$ cat config.mk
export PLATFORM = sky130hd
export DESIGN_NAME = sync_frame_checksum_deframer
export DESIGN_NICKNAME = d
export VERILOG_FILES = /design/src/hdl/sfcd_pkg.sv /design/src/hdl/sfcd_ram.sv /design/src/hdl/sfcd_datapath.sv /design/src/hdl/sfcd_ctrl.sv /design/src/hdl/sync_frame_checksum_deframer.sv
export VERILOG_INCLUDE_DIRS = /design/src /design/src/hdl
export SDC_FILE = /design/constraint.sdc
export NUM_CORES = 1
export LEC_CHECK = 0
export BUFFER_PORTS_ARGS = -buffer_cell sky130_fd_sc_hd__buf_2
export CAP_MARGIN = 30
export CORE_ASPECT_RATIO = 1.5
export CORE_MARGIN = 5
export CORE_UTILIZATION = 25
export CTS_CLUSTER_SIZE = 24
export DETAILED_ROUTE_END_ITERATION = 10
export MAX_ROUTING_LAYER = met4
export PLACE_DENSITY = 0.42
export SLEW_MARGIN = 15
export SYNTH_ARGS = -nofsm -noshare
export SYNTH_HDL_FRONTEND = slang
export SYNTH_SLANG_ARGS = --single-unit
$ cat constraint.sdc
create_clock -name clk -period 8.6 [get_ports clk]
set_clock_uncertainty 0.2 [all_clocks]
set_input_delay 1.72 -clock clk [delete_from_list [all_inputs] [get_ports clk]]
set_output_delay 1.72 -clock clk [all_outputs]
set_load 0.03 [all_outputs]
$ cat src/hdl/sync_frame_checksum_deframer_defines.svh
// ----------------------------------------------------------------------------
// Assertion macros for the sync frame checksum deframer
// Clocked on clk, disabled while arst_n is low.
// ----------------------------------------------------------------------------
`ifndef SYNC_FRAME_CHECKSUM_DEFRAMER_DEFINES_SVH
`define SYNC_FRAME_CHECKSUM_DEFRAMER_DEFINES_SVH

// Check that a condition implies a consequence in the same cycle.
`define SFCD_ASSERT_SAME(label, cond, cons, msg) \
	label: assert property (@(posedge clk) disable iff (!arst_n) (cond) |-> (cons)) \
		else $error(msg);

// Check that a condition implies a consequence in the next cycle.
`define SFCD_ASSERT_NEXT(label, cond, cons, msg) \
	label: assert property (@(posedge clk) disable iff (!arst_n) (cond) |=> (cons)) \
		else $error(msg);

`endif

$ cat src/hdl/sfcd_pkg.sv
// ----------------------------------------------------------------------------
// sfcd_pkg
// Shared constants and control types of the sync frame checksum deframer.
// ----------------------------------------------------------------------------
`default_nettype none

package sfcd_pkg;

	localparam int BYTE_W      = 8;
	localparam int IDX_W       = 6;
	localparam int FRAME_LEN   = 43;
	// clamp the frame length to the supported range
	localparam int FRAME_LEN_C = (FRAME_LEN < 4) ? 4 : ((FRAME_LEN > 64) ? 64 : FRAME_LEN);
	localparam int STORE_DEPTH = 40;
	localparam int PAY_N       = ((FRAME_LEN_C - 3) > STORE_DEPTH) ? STORE_DEPTH
	                                                              : (FRAME_LEN_C - 3);
	localparam int CNT_W       = $clog2(FRAME_LEN_C);
	localparam int ADDR_W      = $clog2(STORE_DEPTH);

	localparam logic [BYTE_W-1:0] SYNC_FIRST  = 8'h55;
	localparam logic [BYTE_W-1:0] SYNC_SECOND = 8'hAA;

	// controller to datapath
	typedef struct packed {
		logic hunt;     // remember the byte seen outside a frame
		logic open;     // sync pair seen, start a frame
		logic collect;  // take a frame byte into sum and store
		logic finish;   // checksum byte taken, start the result phase
		logic adv;      // result taken, move to the next payload byte
	} cmd_t;

	// datapath to controller
	typedef struct packed {
		logic sync_hit;
		logic last_pos;
		logic sum_match;
		logic idx_last;
	} sts_t;

endpackage

`default_nettype wire

$ cat src/hdl/sfcd_ram.sv
// ----------------------------------------------------------------------------
// sfcd_ram
// Generic single write port RAM with one registered read port.
// ----------------------------------------------------------------------------
`default_nettype none

module sfcd_ram #(
	parameter int WIDTH = 8,
	parameter int DEPTH = 40
) (
	input  wire logic                     clk,
	input  wire logic                     we,
	input  wire logic [$clog2(DEPTH)-1:0] waddr,
	input  wire logic [WIDTH-1:0]         wdata,
	input  wire logic [$clog2(DEPTH)-1:0] raddr,
	output logic      [WIDTH-1:0]         rdata
);

	logic [WIDTH-1:0] mem_q [DEPTH];

	// write, then read registered
	always_ff @(posedge clk) begin
		if (we) begin
			mem_q[waddr] <= wdata;
		end
		rdata <= mem_q[raddr];
	end

endmodule

`default_nettype wire

$ cat src/hdl/sfcd_datapath.sv
// ----------------------------------------------------------------------------
// sfcd_datapath
// Sync detection, byte counting, running checksum, payload store and
// result fields.
// ----------------------------------------------------------------------------
`default_nettype none

module sfcd_datapath import sfcd_pkg::*; (
	input  wire logic              clk,
	input  wire logic              arst_n,
	input  wire cmd_t              cmd,
	input  wire logic [BYTE_W-1:0] rx_byte,
	output sts_t                   sts,
	output logic      [BYTE_W-1:0] payload_byte,
	output logic      [IDX_W-1:0]  byte_index,
	output logic                   checksum_ok,
	output logic                   last
);

	logic [BYTE_W-1:0] prev_q;
	logic [CNT_W-1:0]  cnt_q;
	logic [BYTE_W-1:0] sum_q;
	logic [IDX_W-1:0]  idx_q;
	logic              ok_q;
	logic [CNT_W-1:0]  cnt_off;
	logic              store_we;
	logic [IDX_W-1:0]  idx_rd;
	logic [BYTE_W-1:0] rdata;

	// frame control state
	always_ff @(posedge clk or negedge arst_n) begin
		if (!arst_n) begin
			prev_q <= '0;
			cnt_q  <= '0;
			sum_q  <= '0;
		end else if (cmd.hunt) begin
			prev_q <= rx_byte;
		end else if (cmd.open) begin
			prev_q <= '0;
			cnt_q  <= CNT_W'(2);
			sum_q  <= SYNC_FIRST + SYNC_SECOND;
		end else if (cmd.collect) begin
			cnt_q <= cnt_q + CNT_W'(1);
			sum_q <= sum_q + rx_byte;
		end
	end

	// result index and kind
	always_ff @(posedge clk) begin
		if (cmd.finish) begin
			idx_q <= '0;
			ok_q  <= sts.sum_match;
		end else if (cmd.adv) begin
			idx_q <= idx_q + IDX_W'(1);
		end
	end

	// store only the payload bytes that fit
	assign cnt_off  = cnt_q - CNT_W'(2);
	assign store_we = cmd.collect && (32'(cnt_off) < STORE_DEPTH);

	// read ahead so the next result is ready right after a take
	always_comb begin
		if (cmd.finish) begin
			idx_rd = '0;
		end else if (cmd.adv) begin
			idx_rd = idx_q + IDX_W'(1);
		end else begin
			idx_rd = idx_q;
		end
	end

	sfcd_ram #(
		.WIDTH(BYTE_W),
		.DEPTH(STORE_DEPTH)
	) u_store (
		.clk  (clk),
		.we   (store_we),
		.waddr(ADDR_W'(cnt_off)),
		.wdata(rx_byte),
		.raddr(ADDR_W'(idx_rd)),
		.rdata(rdata)
	);

	// status toward the controller
	assign sts.sync_hit  = (prev_q == SYNC_FIRST) && (rx_byte == SYNC_SECOND);
	assign sts.last_pos  = (cnt_q == CNT_W'(FRAME_LEN_C - 1));
	assign sts.sum_match = (sum_q == rx_byte);
	assign sts.idx_last  = (idx_q == IDX_W'(PAY_N - 1));

	// result fields; payload and index are zero on an error result
	assign payload_byte = ok_q ? rdata : '0;
	assign byte_index   = ok_q ? idx_q : '0;
	assign checksum_ok  = ok_q;
	assign last         = !ok_q || sts.idx_last;

endmodule

`default_nettype wire

$ cat src/hdl/sfcd_ctrl.sv
// ----------------------------------------------------------------------------
// sfcd_ctrl
// Controller: hunts for sync, collects a frame, then delivers its results.
// ----------------------------------------------------------------------------
`default_nettype none

module sfcd_ctrl import sfcd_pkg::*; (
	input  wire logic clk,
	input  wire logic arst_n,
	input  wire logic in_valid,
	output logic      in_stall,
	output logic      out_valid,
	input  wire logic out_stall,
	input  wire sts_t sts,
	output cmd_t      cmd
);

	typedef enum logic [1:0] {
		ST_HUNT,
		ST_FRAME,
		ST_EMIT_OK,
		ST_EMIT_ERR
	} state_t;

	state_t state_q;
	logic   in_acc;
	logic   out_acc;

	assign in_acc  = in_valid && !in_stall;
	assign out_acc = out_valid && !out_stall;

	// decode commands for the datapath
	always_comb begin
		cmd = '0;
		case (state_q)
			ST_HUNT: begin
				cmd.open = in_acc && sts.sync_hit;
				cmd.hunt = in_acc && !sts.sync_hit;
			end
			ST_FRAME: begin
				cmd.finish  = in_acc && sts.last_pos;
				cmd.collect = in_acc && !sts.last_pos;
			end
			ST_EMIT_OK: begin
				cmd.adv = out_acc && !sts.idx_last;
			end
			ST_EMIT_ERR: begin
				cmd = '0;
			end
			default: begin
				cmd = '0;
			end
		endcase
	end

	// hold state and handshake outputs
	always_ff @(posedge clk or negedge arst_n) begin
		if (!arst_n) begin
			state_q   <= ST_HUNT;
			in_stall  <= 1'b0;
			out_valid <= 1'b0;
		end else begin
			case (state_q)
				ST_HUNT: begin
					if (in_acc && sts.sync_hit) begin
						state_q <= ST_FRAME;
					end
				end
				ST_FRAME: begin
					if (in_acc && sts.last_pos) begin
						state_q   <= sts.sum_match ? ST_EMIT_OK : ST_EMIT_ERR;
						in_stall  <= 1'b1;
						out_valid <= 1'b1;
					end
				end
				ST_EMIT_OK: begin
					if (out_acc && sts.idx_last) begin
						state_q   <= ST_HUNT;
						in_stall  <= 1'b0;
						out_valid <= 1'b0;
					end
				end
				ST_EMIT_ERR: begin
					if (out_acc) begin
						state_q   <= ST_HUNT;
						in_stall  <= 1'b0;
						out_valid <= 1'b0;
					end
				end
				default: begin
					state_q   <= ST_HUNT;
					in_stall  <= 1'b0;
					out_valid <= 1'b0;
				end
			endcase
		end
	end

endmodule

`default_nettype wire

$ cat src/hdl/sync_frame_checksum_deframer.sv
// ----------------------------------------------------------------------------
// sync_frame_checksum_deframer
// Deframes a serial byte stream on a 0x55 0xAA sync pair and checks an
// additive 8-bit checksum before releasing the payload.
// ----------------------------------------------------------------------------
// Usage:
//   Input channel (in_valid, in_stall, rx_byte) takes one byte per item.
//   Outside a frame the pair 0x55, 0xAA opens a frame; the frame then holds
//   FRAME_LEN bytes, the last one being the mod-256 sum of all others.
//   Output channel (out_valid, out_stall, payload_byte, byte_index,
//   checksum_ok, last) delivers either the payload bytes of a good frame,
//   the final one flagged by last, or one error item with checksum_ok low.
//   Input bytes are taken one per cycle while hunting or collecting.
//   The first result appears in the cycle after the checksum byte is taken;
//   results then follow one per cycle while the receiver does not stall, set
//   by the single read port of the payload RAM, which is read one entry
//   ahead. in_stall is high for the whole result phase.
//   When the receiver stalls, the current result holds and nothing advances.
//   Reset clears the sync history, frame state and handshake; the payload
//   RAM is not cleared and needs no clearing pass.
// ----------------------------------------------------------------------------
`default_nettype none
`include "sync_frame_checksum_deframer_defines.svh"

module sync_frame_checksum_deframer import sfcd_pkg::*; (
	input  wire logic              clk,
	input  wire logic              arst_n,
	input  wire logic              in_valid,
	output logic                   in_stall,
	input  wire logic [BYTE_W-1:0] rx_byte,
	output logic                   out_valid,
	input  wire logic              out_stall,
	output logic      [BYTE_W-1:0] payload_byte,
	output logic      [IDX_W-1:0]  byte_index,
	output logic                   checksum_ok,
	output logic                   last
);

	cmd_t cmd;
	sts_t sts;

	sfcd_ctrl u_ctrl (
		.clk      (clk),
		.arst_n   (arst_n),
		.in_valid (in_valid),
		.in_stall (in_stall),
		.out_valid(out_valid),
		.out_stall(out_stall),
		.sts      (sts),
		.cmd      (cmd)
	);

	sfcd_datapath u_dp (
		.clk         (clk),
		.arst_n      (arst_n),
		.cmd         (cmd),
		.rx_byte     (rx_byte),
		.sts         (sts),
		.payload_byte(payload_byte),
		.byte_index  (byte_index),
		.checksum_ok (checksum_ok),
		.last        (last)
	);

	// no input is taken while results are pending
	`SFCD_ASSERT_SAME(a_no_input_during_results, out_valid, in_stall, "input open during results")
	// an error item is a single zeroed final item
	`SFCD_ASSERT_SAME(a_error_item_shape, out_valid && !checksum_ok,
		last && (payload_byte == '0) && (byte_index == '0), "malformed error item")
	// a taken non-final item is followed by the next index
	`SFCD_ASSERT_NEXT(a_index_advances, out_valid && !out_stall && !last,
		out_valid && (byte_index == $past(byte_index) + IDX_W'(1)), "result index skipped")
	// the final item closes the result phase
	`SFCD_ASSERT_NEXT(a_last_closes, out_valid && !out_stall && last,
		!out_valid && !in_stall, "result phase not closed")

endmodule

`default_nettype wire

==> flow_metrics.py <==
metrics = {
    "outcome": {
        "outcome": "finished clean",
    },
    "route": {
        "drt_iter0_drc": 615,
        "first_pass_iters": 5,
        "drtAntennaViolNets": 0,
        "routedWlPerCell_um": 23.08,
        "vias": 8396,
        "post-route-drc-count": 0,
        "wirelength_um": 42020,
        "viasPerCell": 4.611,
    },
    "timing": {
        "finalHoldViolCount": 0,
        "slew_headroom": 0.3288,
        "worst_pin_slew_ns": 1.007,
        "slew_violations": 0,
        "setup_viol": 0,
        "whs_ns": 0.3134,
        "tns_ns": 0,
        "rsz0062_at_grt": "no",
        "period_share": 0.6614,
        "final.min_clock_period_ns": 5.688,
        "fmaxAchievable_mhz": 175.8,
    },
    "die": {
        "io_pins": 30,
        "die_area_um2": 64880,
        "chipWidth_um": 209.6,
        "die_y_um": 309.5,
        "initial_core_util": 0.2531,
        "coreArea_um2": 59050,
        "std_cell_rows": 109,
    },
    "finish": {
        "fin_cells": 1821,
        "multi_input_comb_area_um2": 3986,
        "nFillCells": 5861,
        "syn2layout_area_growth_pct": 14.21,
        "final_common_cell": "edfxtp_1",
        "mostFrequentLayoutCells": "321 x edfxtp_1, 158 x nand2_1, 54 x nor2_1",
        "finalNetCount": 1043,
        "design_area_um2": 17070,
        "register_area_um2": 10550,
        "drive_gt1_frac": 0.1504,
        "n_antenna_cell": 0,
    },
    "logic_synthesis": {
        "syn_inst": 980,
        "synth_top_flop_cell": "edfxtp_1",
        "ys_seq_area_frac": 0.7055,
        "syn_area_um2": 14950,
        "avgSynthCellArea_um2": 15.25,
        "yosysWarningCount": 0,
        "synth_nets": 1003,
        "synth_edf_count": 321,
        "synth_cell_types": 65,
        "ys_seq_elements": 360,
        "synthArstFlopShare": 0.06944,
    },
    "setup_path": {
        "crit_slowest_cell": "clkinv_2",
        "startpoint": "in_valid",
        "r2r-end": "u_dp.u_store.rdata[0]$_DFF_P_",
        "setup.worst_path.start_class": "primary input",
        "reg2reg_setup_slack_ns": 3.54,
        "timing.rr.start": "u_dp.cnt_q[1]$_DFFE_PN0P_",
        "critical_path_arrival_ns": 5.87,
        "cp-end-kind": "flop",
        "reg2regPathDepth": 11,
        "worstPathCellList": "buf_2 -> and4bb_2 -> nand3_2 -> inv_1 -> a21o_1 -> clkinv_2 -> buf_4 -> buf_4 -> mux4_2 -> a211oi_1 -> o32ai_2",
        "max_stage_delay_ns": 0.97,
        "crit_type": "primary input to flop",
        "crit_top_cell": "buf_4",
        "crit_required_ns": 8.78,
        "critPathCapture": "u_dp.u_store.rdata[0]$_DFF_P_",
        "critPathMaxFanout": 50,
    },
    "clock_tree": {
        "cts.sinks": 360,
        "cts_resized": 0,
        "cts_setup_buffers": 0,
        "insertion_delay_ns": 0.52,
        "cts_buffers": 37,
        "ctsLongestPathBuffers": 3,
        "clk_pin_slew_ns": 0.06,
        "hold_buffers": 0,
        "cts_tree": "built",
        "cts_root_buf": "clkbuf_16",
        "htree_levels": 2,
    },
    "global_routing": {
        "track_usage": 0.1317,
        "antenna_found_initial": 1,
        "grt_pass1_wl_um": 61340,
        "grt_pass1_vias": 8622,
        "overflow": 0,
        "grt_max_degree": 51,
    },
    "power_and_ir_drop": {
        "switching_share": 0.2030,
        "p_per_area_nw_per_um2": 205.9,
        "combPwrFrac": 0.017,
        "power_frac_seq": 0.543,
        "clkPwrFrac": 0.440,
        "vdd_drop_max_uv": 91.24,
        "leakage_uw": 0.005877,
        "p_int_uw": 2801,
        "finalPower_uw": 3515,
        "power_switching_uw": 713.4,
    },
    "placement": {
        "place_area_um2": 15910,
        "globalplace.congestion": 0.7381,
        "hpwlAfterDp_um": 27210,
        "port-buffer-count": 29,
        "dp.cells": 1754,
    },
    "worst_hold_path": {
        "min_path_type": "flop to flop",
    },
    "job": {
        "maxCapViolations": 0,
    },
}
==> worst min-delay path by stage <==
stage	start	endpoint	slack, ns	depth (start not counted)
floorplan	u_dp.prev_q[0]$_DFFE_PN0P_	u_dp.prev_q[0]$_DFFE_PN0P_	0.28	1
global placement	u_dp.prev_q[4]$_DFFE_PN0P_	u_dp.prev_q[4]$_DFFE_PN0P_	0.29	1
detailed placement	u_dp.prev_q[0]$_DFFE_PN0P_	u_dp.prev_q[0]$_DFFE_PN0P_	0.30	1
CTS	u_dp.prev_q[0]$_DFFE_PN0P_	u_dp.prev_q[0]$_DFFE_PN0P_	0.32	1
global route	u_dp.prev_q[0]$_DFFE_PN0P_	u_dp.prev_q[0]$_DFFE_PN0P_	0.33	1
finish	u_dp.prev_q[0]$_DFFE_PN0P_	u_dp.prev_q[0]$_DFFE_PN0P_	0.31	1
==> synthesized netlist by cell type (all sizes together) (17+ instances only) <==
library cell | n | area [um2]
a21oi | 30 | 150.1
a31oi | 22 | 137.6
and2 | 17 | 106.4
and3 | 32 | 200.2
buf | 37 | 291.5
dfrtp | 25 | 625.6
edfxtp | 321 | 9639
inv | 18 | 67.56
mux4 | 40 | 957.2
nand2 | 159 | 599.3
nand3 | 21 | 110.1
nor2 | 56 | 220.2
==> worst max-delay path: cells and delay by family <==
family / cells / cell delay [ns]
AOI/OAI and AO/OA: 3 / 1.15
buffers and inverters: 5 / 2.18
muxes: 1 / 0.29
and+or+nand+nor: 2 / 0.44
==> layout make-up <==
cell class | instances | area share
Sequential cell | 360 | 0.6177
Clock inverter | 16 | 0.009015
Timing Repair Buffer | 53 | 0.02235
Tap cell | 777 | 0.05695
Multi-Input combinational cell | 550 | 0.2335
Clock buffer | 47 | 0.05643
Inverter | 18 | 0.004031
==> through the flow <==
step / util / worst slack [ns]
3_5_place_dp: 0.2694 / 2.287
4_1_cts: 0.2884 / 2.846
6_report: 0.2891 / 2.912
3_3_place_gp: 0.2677 / 2.364
2_1_floorplan: - / 4.605
5_1_grt: 0.2891 / 2.597
==> power by group through the flow <==
stage / clock (uW) / combinational [uW] / sequential [uW]
after floorplan: 0 / 14.4 / 1950
after global placement: 0 / 57.3 / 1950
after detailed placement: 0 / 60.1 / 1950
after CTS: 1590 / 60.3 / 1910
after global routing: 1660 / 64.5 / 1910
final: 1550 / 58.3 / 1910
==> cell families after synthesis <==
logic type | count (synthesis) | share of synthesized area
xor+xnor | 11 | 0.006446
compound gates | 146 | 0.07459
flops | 360 | 0.7055
mux | 53 | 0.07316
fa+ha+maj | 11 | 0.009710
simple gates | 329 | 0.1028
buf+inv | 70 | 0.02779
==> layer usage <==
metal | GRT usage | routed length (um) | vias to the layer above
met5 | - | 0 | -
met4 | 0.03416 | 975 | 0
met3 | 0.01740 | 1272 | 54
met2 | 0.2415 | 22710 | 133
met1 | 0.1522 | 17070 | 4367
li1 | - | - | 3842
==> state kept, by name, summed over array words and instances (netlist names) <==
register	cells
u_dp.sum_q	8
u_dp.prev_q	8
u_ctrl.in_stall	1
u_dp.u_store.mem_q	320
u_dp.idx_q	6
u_dp.u_store.rdata	8
u_dp.cnt_q	6
u_ctrl.state_q	2
u_dp.checksum_ok	1
Note: power is estimated with default switching activity, not from simulation.
